$ cat config.mk
export PLATFORM = sky130hd
export DESIGN_NAME = lbcd_cell
export DESIGN_NICKNAME = d
export VERILOG_FILES = /design/src/rtl/lbcd_pkg.sv /design/src/rtl/lbcd_cell.sv
export SDC_FILE = /design/constraint.sdc
export NUM_CORES = 1
export LEC_CHECK = 0
export ABC_AREA = 1
export BUFFER_PORTS_ARGS = -buffer_cell sky130_fd_sc_hd__clkbuf_2
export CAP_MARGIN = 20
export CORE_MARGIN = 2
export CORE_UTILIZATION = 40
export CTS_CLUSTER_DIAMETER = 60
export DETAILED_ROUTE_END_ITERATION = 10
export GPL_TIMING_DRIVEN = 0
export PLACE_DENSITY = 0.8
export SETUP_SLACK_MARGIN = 0.2
export SLEW_MARGIN = 10
export SYNTH_ARGS = -nofsm -noshare
export SYNTH_HDL_FRONTEND = slang
export SYNTH_SLANG_ARGS = --single-unit
$ cat constraint.sdc
create_clock -name i_clk -period 4 [get_ports i_clk]
set_clock_uncertainty 0.2 [all_clocks]
set_input_delay 0.8 -clock i_clk [delete_from_list [all_inputs] [get_ports i_clk]]
set_output_delay 0.8 -clock i_clk [all_outputs]
set_load 0.02 [all_outputs]
$ cat src/rtl/lbcd_pkg.sv
// Package with the opcodes, status codes and the cell interface types of the directory.
`default_nettype none
package lbcd_pkg;
    localparam int SLOTS    = 128;
    localparam int DISKS    = 8;
    localparam int REF_BITS = 8;
    localparam int SLOT_W   = 7;
    localparam int SEC_W    = 32;
    localparam int DISK_W   = 3;

    localparam logic [2:0] OP_ACQUIRE     = 3'd0;
    localparam logic [2:0] OP_RELEASE     = 3'd1;
    localparam logic [2:0] OP_FILL_OK     = 3'd2;
    localparam logic [2:0] OP_FILL_FAILED = 3'd3;
    localparam logic [2:0] OP_MARK_DIRTY  = 3'd4;
    localparam logic [2:0] OP_MARK_CLEAN  = 3'd5;

    localparam logic [2:0] ST_HIT      = 3'd0;
    localparam logic [2:0] ST_MISS     = 3'd1;
    localparam logic [2:0] ST_PENDING  = 3'd2;
    localparam logic [2:0] ST_NOVICTIM = 3'd3;
    localparam logic [2:0] ST_DONE     = 3'd4;
    localparam logic [2:0] ST_ERROR    = 3'd5;

    // Contents of one rank of the recency chain.
    typedef struct packed {
        logic [SLOT_W-1:0]   id;
        logic                valid;
        logic [DISK_W-1:0]   disk;
        logic [SEC_W-1:0]    sector;
        logic [REF_BITS-1:0] refs;
        logic                dirty;
        logic                pending;
    } t_entry;

    // Broadcast command from the controller to every cell.
    typedef struct packed {
        logic              lookup;
        logic [DISK_W-1:0] disk;
        logic [SEC_W-1:0]  sector;
        logic              apply;
        logic [2:0]        op;
        logic              to_front;
        logic [SLOT_W-1:0] slot;
    } t_cmd;
endpackage
`default_nettype wire

$ cat src/rtl/lbcd_cell.sv
// One rank of the recency chain: holds a slot's entry and shifts toward the older side.
`default_nettype none
module lbcd_cell (
    input  wire logic           i_clk,
    input  wire logic           i_rst_n,
    input  wire logic [6:0]     i_reset_id,
    input  wire lbcd_pkg::t_cmd i_cmd,
    input  wire lbcd_pkg::t_entry i_prev,
    input  wire logic           i_shift_in,
    output lbcd_pkg::t_entry    o_entry,
    output logic                o_hit,
    output logic                o_sel,
    output logic                o_shift_out
);
    lbcd_pkg::t_entry r_e, n_e, upd;
    logic sel;

    assign sel = (r_e.id == i_cmd.slot);
    assign o_sel = sel;
    assign o_hit = r_e.valid && r_e.disk == i_cmd.disk && r_e.sector == i_cmd.sector;
    // The shift request comes from the older neighbor: a cell moves when it or any older
    // cell holds the target, so every rank from zero down to the target slides one step.
    assign o_shift_out = i_shift_in | sel;
    assign o_entry = r_e;

    always_comb begin
        upd = r_e;
        case (i_cmd.op)
            lbcd_pkg::OP_ACQUIRE: begin
                if (r_e.valid && !r_e.pending &&
                    r_e.disk == i_cmd.disk && r_e.sector == i_cmd.sector) begin
                    upd.refs = r_e.refs + (lbcd_pkg::REF_BITS)'(1);
                end else begin
                    upd.valid   = 1'b1;
                    upd.disk    = i_cmd.disk;
                    upd.sector  = i_cmd.sector;
                    upd.refs    = {{(lbcd_pkg::REF_BITS-1){1'b0}}, 1'b1};
                    upd.pending = 1'b1;
                end
            end
            lbcd_pkg::OP_RELEASE: upd.refs = r_e.refs - (lbcd_pkg::REF_BITS)'(1);
            lbcd_pkg::OP_FILL_OK: upd.pending = 1'b0;
            lbcd_pkg::OP_FILL_FAILED: begin
                upd.pending = 1'b0;
                upd.valid   = 1'b0;
                upd.dirty   = 1'b0;
                if (r_e.refs != '0) upd.refs = r_e.refs - (lbcd_pkg::REF_BITS)'(1);
            end
            lbcd_pkg::OP_MARK_DIRTY: upd.dirty = 1'b1;
            lbcd_pkg::OP_MARK_CLEAN: upd.dirty = 1'b0;
            default: ;
        endcase
    end

    always_comb begin
        n_e = r_e;
        if (i_cmd.apply) begin
            if (i_cmd.to_front && (i_shift_in || sel)) n_e = i_prev;
            else if (sel) n_e = upd;
        end
    end

    always_ff @(posedge i_clk) begin
        if (!i_rst_n) begin
            r_e.id      <= i_reset_id;
            r_e.valid   <= 1'b0;
            r_e.refs    <= '0;
            r_e.dirty   <= 1'b0;
            r_e.pending <= 1'b0;
        end else begin
            r_e <= n_e;
        end
    end
endmodule
`default_nettype wire

==> results.py, run 1 <==
metrics = {
    "synth": {
        "syn_area_mm2": 0.00371,
        "ys_warn_count": 0,
        "synth_largest_area_cell": "edfxtp_1",
        "avgSynthCellArea_um2": 6.67,
        "ys_top_cells_by_area": "edfxtp_1 34%, nand2_1 22%, inv_1 10%",
        "synthDistinctLibCells": 31,
        "syn_inst": 556,
        "synth_top_area_frac": 0.340,
        "synth_fp_nets": 670,
        "synth_seq_cells": 53,
        "ys_seq_area_frac": 0.399,
    },
    "cts": {
        "postCtsSetupBuffers": 0,
        "cts_hold_buf": 0,
        "cts_resized": 0,
        "path_clk_slew_ns": 0.10,
        "root_buffer": "clkbuf_8",
        "htree_levels": 2,
        "cts_tree": "built",
        "clk_latency_ns": 0.31,
        "clock-sinks": 53,
        "cts_max_path_buffers": 2,
        "cts_buffers": 5,
    },
    "routing": {
        "firstDrtPassIters": 4,
        "routed_wl_um": 10200,
        "routed_via_density": 4.66,
        "ant_nets": 0,
        "wire_per_inst_um": 12.1,
        "route.detailed.drc": 0,
        "drt_iter0_drc": 109,
        "dr_total_vias": 3913,
    },
    "critical_path": {
        "arrival_ns": 1.97,
        "path_max_fanout": 2,
        "required_ns": 3.00,
        "crit_type": "input port to output port",
        "endpoint_kind": "output port",
        "start_kind": "input port",
    },
    "sta": {
        "hold_viol": 0,
        "layout_setup_ws_ns": 1.03,
        "relSlewSlack": 0.526,
        "fin_tns_setup_ns": 0,
        "max_freq_mhz": 337,
        "min_period_ns": 2.97,
        "setup_viol": 0,
        "slew_viol_final": 0,
        "tightest_slew_ns": 0.709,
        "fin_crit_sh": 0.742,
        "holdWs_ns": 0.327,
        "rsz0062_at_grt": "no",
    },
    "floorplan": {
        "die_h_um": 100,
        "die-area_mm2": 0.0101,
        "start_util": 0.407,
        "rows": 35,
        "io_pins": 167,
        "fp.dieW_um": 100,
        "core_mm2": 0.00911,
    },
    "global_routing": {
        "grt_pass1_vias": 3666,
        "antenna_found_initial": 0,
        "grt_remaining_overflow": 0,
        "grt_pass1_wl_um": 16200,
        "grt_max_degree": 19,
        "grtUsageTotal": 0.200,
    },
    "final_layout": {
        "antennaDiodeCount": 0,
        "area_growth_pct": 29.9,
        "final_cell_mix": "214 x nand2_1, 164 x clkbuf_2, 99 x inv_1, 55 x nor2_1, 42 x edfxtp_1",
        "drive_above_1_share": 0.272,
        "fillers": 930,
        "largest_reg_flops": 53,
        "final_common_cell": "nand2_1",
        "nNetsFinal": 842,
    },
    "flow_run": {
        "drv_cap": 0,
    },
    "power": {
        "p_leak_uw": 0.00268,
        "vdd_ir_drop_max_mv": 0.149,
        "p_per_area_mw_per_mm2": 258,
    },
    "worst_hold_path": {
        "hp-class": "flip-flop to flip-flop",
    },
    "place": {
        "place_hpwl_um": 8170,
        "place.gp.congestion": 0.839,
        "numPortBuffers": 164,
        "place_ws_ns": 0.684,
    },
    "outcome": {
        "status": "finished, final reports clean",
    },
}
-- worst max-delay path, cell delays in order --
cell      delay (ns)
clkbuf_2        0.10
inv_1           0.05
nand2_1         0.05
nand2_1         0.05
nor2_1          0.15
nand2_1         0.07
nor2_1          0.15
nand2_1         0.15
nor3_1          0.19
clkbuf_2        0.20
-- power breakdown --
group	internal, uW	switching, uW
combinational	103	144
sequential	611	9.36
clock	188	189
total	901	342
-- kinds of logic (layout without fill, tap and decap cells) --
family	Yosys count	count (layout)	share of synthesized area
AOI/OAI and AO/OA	63	63	0.0911
xor gates and xnor gates	15	15	0.0354
adders and majority gates	3	3	0.0101
buffers and inverters	118	291	0.130
DFF	53	53	0.399
and+or+nand+nor	304	304	0.335
-- metrics by stage --
stage | power [uW] | std cells | cell area (um^2) | util
after floorplan | 775 | 556 | 3710 | -
after global placement | 875 | 831 | 4670 | 0.513
after detailed placement | 881 | 832 | 4700 | 0.516
after CTS | 1260 | 840 | 4820 | 0.529
after global routing | 1310 | 840 | 4820 | 0.529
final | 1240 | 840 | 4820 | 0.529
-- layer usage --
metal  GRT usage  vias to the layer above  share of wire
met2       0.365                      144           0.48
met4      0.0400                        0          0.011
met3      0.0362                       10          0.074
met5           0                        -              0
li1            -                     2046              -
met1       0.248                     1713           0.43
-- Yosys cell counts --
master / instances
o31ai_1: 1
nor2_2: 2
o21bai_4: 1
nand2_4: 1
ha_1: 3
inv_2: 1
nand4_1: 10
nor3_1: 2
inv_1: 99
clkbuf_1: 6
edfxtp_1: 42
a21oi_2: 1
nand2_2: 1
nand2_1: 214
buf_4: 4
o21ai_0: 41
or2_0: 1
nand4_2: 1
xor2_1: 10
nand3_2: 3
buf_2: 6
dfxtp_1: 11
o211ai_1: 1
o21ai_1: 2
a21oi_1: 16
nand3b_1: 2
nor2_4: 1
buf_6: 2
nor2_1: 56
xnor2_1: 5
nand3_1: 10
-- worst paths after layout --
path,from,endpoint,slack [ns],depth (start not counted)
min,o_entry[1]$_SDFFE_PN0P_,o_entry[1]$_SDFFE_PN0P_,0.33,4
max,i_cmd[16],o_hit,1.03,10
min reg2reg,o_entry[1]$_SDFFE_PN0P_,o_entry[1]$_SDFFE_PN0P_,0.33,4
max reg2reg,o_entry[50]$_DFFE_PP_,o_entry[42]$_DFFE_PP_,1.22,9
-- area by class of cell --
type | count | area [um^2] | area share
Clock buffer | 5 | 68.8 | 0.0143
Inverter | 100 | 375 | 0.0779
Tap cell | 111 | 139 | 0.0288
Timing Repair Buffer | 165 | 848 | 0.176
Sequential cell | 53 | 1480 | 0.307
Clock inverter | 3 | 46.3 | 0.00961
Buffer | 18 | 105 | 0.0218
Multi-Input combinational cell | 385 | 1760 | 0.364
No activity file was read; power rests on OpenSTA's default activity.
==> inputs of run 2 (changes only) <==
--- a/config.mk
+++ b/config.mk
@@ -5,7 +5,7 @@
 export SDC_FILE = /design/constraint.sdc
 export NUM_CORES = 1
 export LEC_CHECK = 0
-export ABC_AREA = 1
+export ABC_AREA = 0
 export BUFFER_PORTS_ARGS = -buffer_cell sky130_fd_sc_hd__clkbuf_2
 export CAP_MARGIN = 20
 export CORE_MARGIN = 2
@@ -13,7 +13,7 @@
 export CTS_CLUSTER_DIAMETER = 60
 export DETAILED_ROUTE_END_ITERATION = 10
 export GPL_TIMING_DRIVEN = 0
-export PLACE_DENSITY = 0.8
+export PLACE_DENSITY = 0.81
 export SETUP_SLACK_MARGIN = 0.2
 export SLEW_MARGIN = 10
 export SYNTH_ARGS = -nofsm -noshare
==> constraint.sdc (replaced) <==
create_clock -name i_clk -period 2.8 [get_ports i_clk]
set_clock_uncertainty 0.2 [all_clocks]
set_input_delay 0.56 -clock i_clk [delete_from_list [all_inputs] [get_ports i_clk]]
set_output_delay 0.56 -clock i_clk [all_outputs]
set_load 0.02 [all_outputs]
==> run 2 against run 1 <==
Against the previous run:
- wire length increased by 5.7%
- critical path type is now flip-flop to output port
- worst setup slack got worse by 0.83 ns
- final cell count decreased by 19%
- utilization increased by 4.4 points
- cell area decreased by 1.7%
- combinational power increased by 72%
- global-route usage increased by 3.1 points
==> results.py, run 2 <==
metrics = {
    "synth": {
        "synth.most_common_cell": "nand2_1",
        "synth_fp_nets": 510,
        "synth_largest_area_cell": "edfxtp_1",
        "syn_inst": 396,
        "syn_area_mm2": 0.00343,
        "async_flop_share": 0,
        "ys_seq_area_frac": 0.432,
        "synth_flop_cell": "edfxtp_1",
        "synth.cells.most_frequent": "134 x nand2_1, 42 x edfxtp_1, 33 x xnor2_1, 21 x nor2_1, 16 x nand4_1",
        "synthDistinctLibCells": 49,
        "ys_warn_count": 0,
        "avgSynthCellArea_um2": 8.66,
        "synth_top_area_frac": 0.368,
        "ys_top_cells_by_area": "edfxtp_1 37%, nand2_1 15%, xnor2_1 8.4%",
        "synth_seq_cells": 53,
        "synth_edf_count": 42,
    },
    "critical_path": {
        "start_kind": "flip-flop",
        "endpoint_kind": "output port",
        "cp_slowest_cell": "edfxtp_1",
        "reg2reg_setup_slack_ns": 0.29,
        "path_buf_inv": 1,
        "required_ns": 2.04,
        "crit_type": "flip-flop to output port",
        "arrival_ns": 1.84,
        "cp_cell_sequence": "xnor2_2 -> nand4_1 -> nor4_2 -> nand2_1 -> nor2_2 -> buf_4",
        "crit_path_start": "o_entry[24]$_DFFE_PP_",
        "critPathTopFamily": "simple AND/OR/NAND/NOR gates",
        "path_max_fanout": 2,
        "max_stage_delay_ns": 0.44,
        "r2r-start": "o_entry[24]$_DFFE_PP_",
    },
    "worst_hold_path": {
        "hp-class": "input port to flip-flop",
        "min_from": "i_prev[15]",
    },
    "floorplan": {
        "die-area_mm2": 0.00933,
        "rows": 33,
        "die_h_um": 96.6,
        "io_pins": 167,
        "start_util": 0.415,
        "fp.dieW_um": 96.6,
        "core_mm2": 0.00826,
    },
    "routing": {
        "routed_wl_um": 10800,
        "wire_per_inst_um": 15.9,
        "routed_via_density": 5.30,
        "dr_total_vias": 3591,
        "route.detailed.drc": 0,
        "ant_nets": 0,
        "drt_iter0_drc": 157,
        "firstDrtPassIters": 4,
    },
    "sta": {
        "setup_viol": 0,
        "hold_viol": 0,
        "tightest_slew_ns": 0.575,
        "relSlewSlack": 0.614,
        "min_period_ns": 2.60,
        "max_freq_mhz": 384,
        "rsz0062_at_grt": "yes",
        "slew_viol_final": 0,
        "fin_tns_setup_ns": 0,
        "fin_crit_sh": 0.929,
    },
    "final_layout": {
        "fillers": 777,
        "final_common_cell": "clkbuf_2",
        "nNetsFinal": 685,
        "final_cell_mix": "167 x clkbuf_2, 134 x nand2_1, 42 x edfxtp_1, 19 x nor2_1, 17 x xnor2_2",
        "antennaDiodeCount": 0,
        "drive_above_1_share": 0.383,
        "area_growth_pct": 38.1,
        "largest_reg_flops": 53,
        "instances_no_fill": 677,
    },
    "global_routing": {
        "grtUsageTotal": 0.231,
        "grt_pass1_wl_um": 16300,
        "grt_remaining_overflow": 0,
        "grt_max_degree": 21,
        "antenna_found_initial": 0,
        "grt_pass1_vias": 3469,
    },
    "outcome": {
        "status": "finished, final reports clean",
    },
    "power": {
        "p_per_area_mw_per_mm2": 375,
        "combinationalPowerShare": 0.239,
        "p_int_uw": 1240,
        "switching_share": 0.300,
        "p_leak_uw": 0.00216,
        "p_sw_uw": 533,
        "clkPwrFrac": 0.252,
        "vdd_ir_drop_max_mv": 0.220,
        "power_frac_seq": 0.509,
    },
    "place": {
        "placedCellCount": 666,
        "place.gp.congestion": 0.926,
        "numPortBuffers": 164,
        "place_hpwl_um": 8570,
    },
    "cts": {
        "path_clk_slew_ns": 0.10,
        "clk_latency_ns": 0.31,
        "cts_tree": "built",
        "root_buffer": "clkbuf_8",
        "cts_max_path_buffers": 2,
        "clock-sinks": 53,
        "cts_buffers": 5,
        "htree_levels": 2,
    },
    "flow_run": {
        "drv_cap": 0,
    },
}
## run 2: changes by cell type in the layout (fill, tap and decap cells not counted), sizes merged, moves of 6 or more
cell,change
a21oi,-7
clkbuf,+7
inv,-95
nand2,-82
nor2,-38
nor2b,+6
nor4,+9
o21ai,-26
o2bb2ai,+7
xnor2,+28
## run 2: repair_timing
item | 4_1_cts | 5_1_grt
hold buffers | 0 | 0
buffers inserted | 2 | 1
endpoints found under the setup margin | 71 | 34
resized for setup | 15 | 14
endpoints found under the hold margin | 0 | 0
pin swaps | 2 | 3
## run 2: layout make-up
class,instances,area (um^2),area share
multi-input cells,321,2010,0.424
flip-flops and latches,53,1480,0.313
repair buffers,168,886,0.187
well taps,105,131,0.0277
plain buffers,17,123,0.0259
clock buffers,6,72.6,0.0153
inverters,5,18.8,0.00396
clock inverters,2,15.0,0.00317
## run 2: through the flow
| step | hold WS, ns | instance area, um^2 | utilization | setup slack [ns] | power [uW] |
|---|---|---|---|---|---|
| 3_3_place_gp | 0.308 | 4450 | 0.539 | -0.439 | 1310 |
| 4_1_cts | 0.296 | 4700 | 0.569 | 0.166 | 1780 |
| 2_1_floorplan | 0.368 | 3500 | - | 0.0693 | 1150 |
| 6_report | 0.303 | 4740 | 0.573 | 0.198 | 1780 |
| 3_5_place_dp | 0.318 | 4480 | 0.542 | -0.238 | 1330 |
| 5_1_grt | 0.302 | 4740 | 0.573 | 0.107 | 1860 |
## run 2: worst paths after layout
check | endpoint | depth (start not counted)
worst min register to register | o_entry[9]$_SDFFE_PN0P_ | 2
worst max-delay path | o_hit | 6
worst max register to register | o_entry[8]$_SDFFE_PN0P_ | 9
worst min-delay path | o_entry[15]$_DFFE_PP_ | 3
## run 2: worst register-to-register path: cells and delay by family, from the launching register on
kind	cells	cell delay (ns)
compound gates	3	0.65
simple gates	3	0.56
xor+xnor	1	0.23
buf+inv	2	0.35
flops	1	0.44
## run 2: power groups by stage
stage                     logic (uW)  clock network, uW  registers (uW)
after floorplan                  202                  0             947
after global placement           395                  0             920
after detailed placement         408                  0             921
after CTS                        423                457             904
after global routing             466                484             907
final                            424                447             904
## run 2: cell families (layout without fill, tap and decap cells)
| group | Yosys count | after routing | synth area share |
|---|---|---|---|
| AO/OA/AOI/OAI | 49 | 49 | 0.0989 |
| flip-flops | 53 | 53 | 0.432 |
| adder cells (fa/ha/maj) | 3 | 3 | 0.0110 |
| XOR/XNOR | 47 | 47 | 0.120 |
| AND/OR/NAND/NOR | 221 | 221 | 0.298 |
| multiplexers | 1 | 1 | 0.00292 |
| buffers and inverters | 22 | 198 | 0.0369 |
## run 2: routing by layer
layer / up-vias / track usage / part of all wire
met4: 0 / 0.0798 / 0.020
met2: 184 / 0.422 / 0.50
met3: 15 / 0.0543 / 0.083
met1: 1657 / 0.264 / 0.39
li1: 1735 / - / -
met5: - / 0 / 0
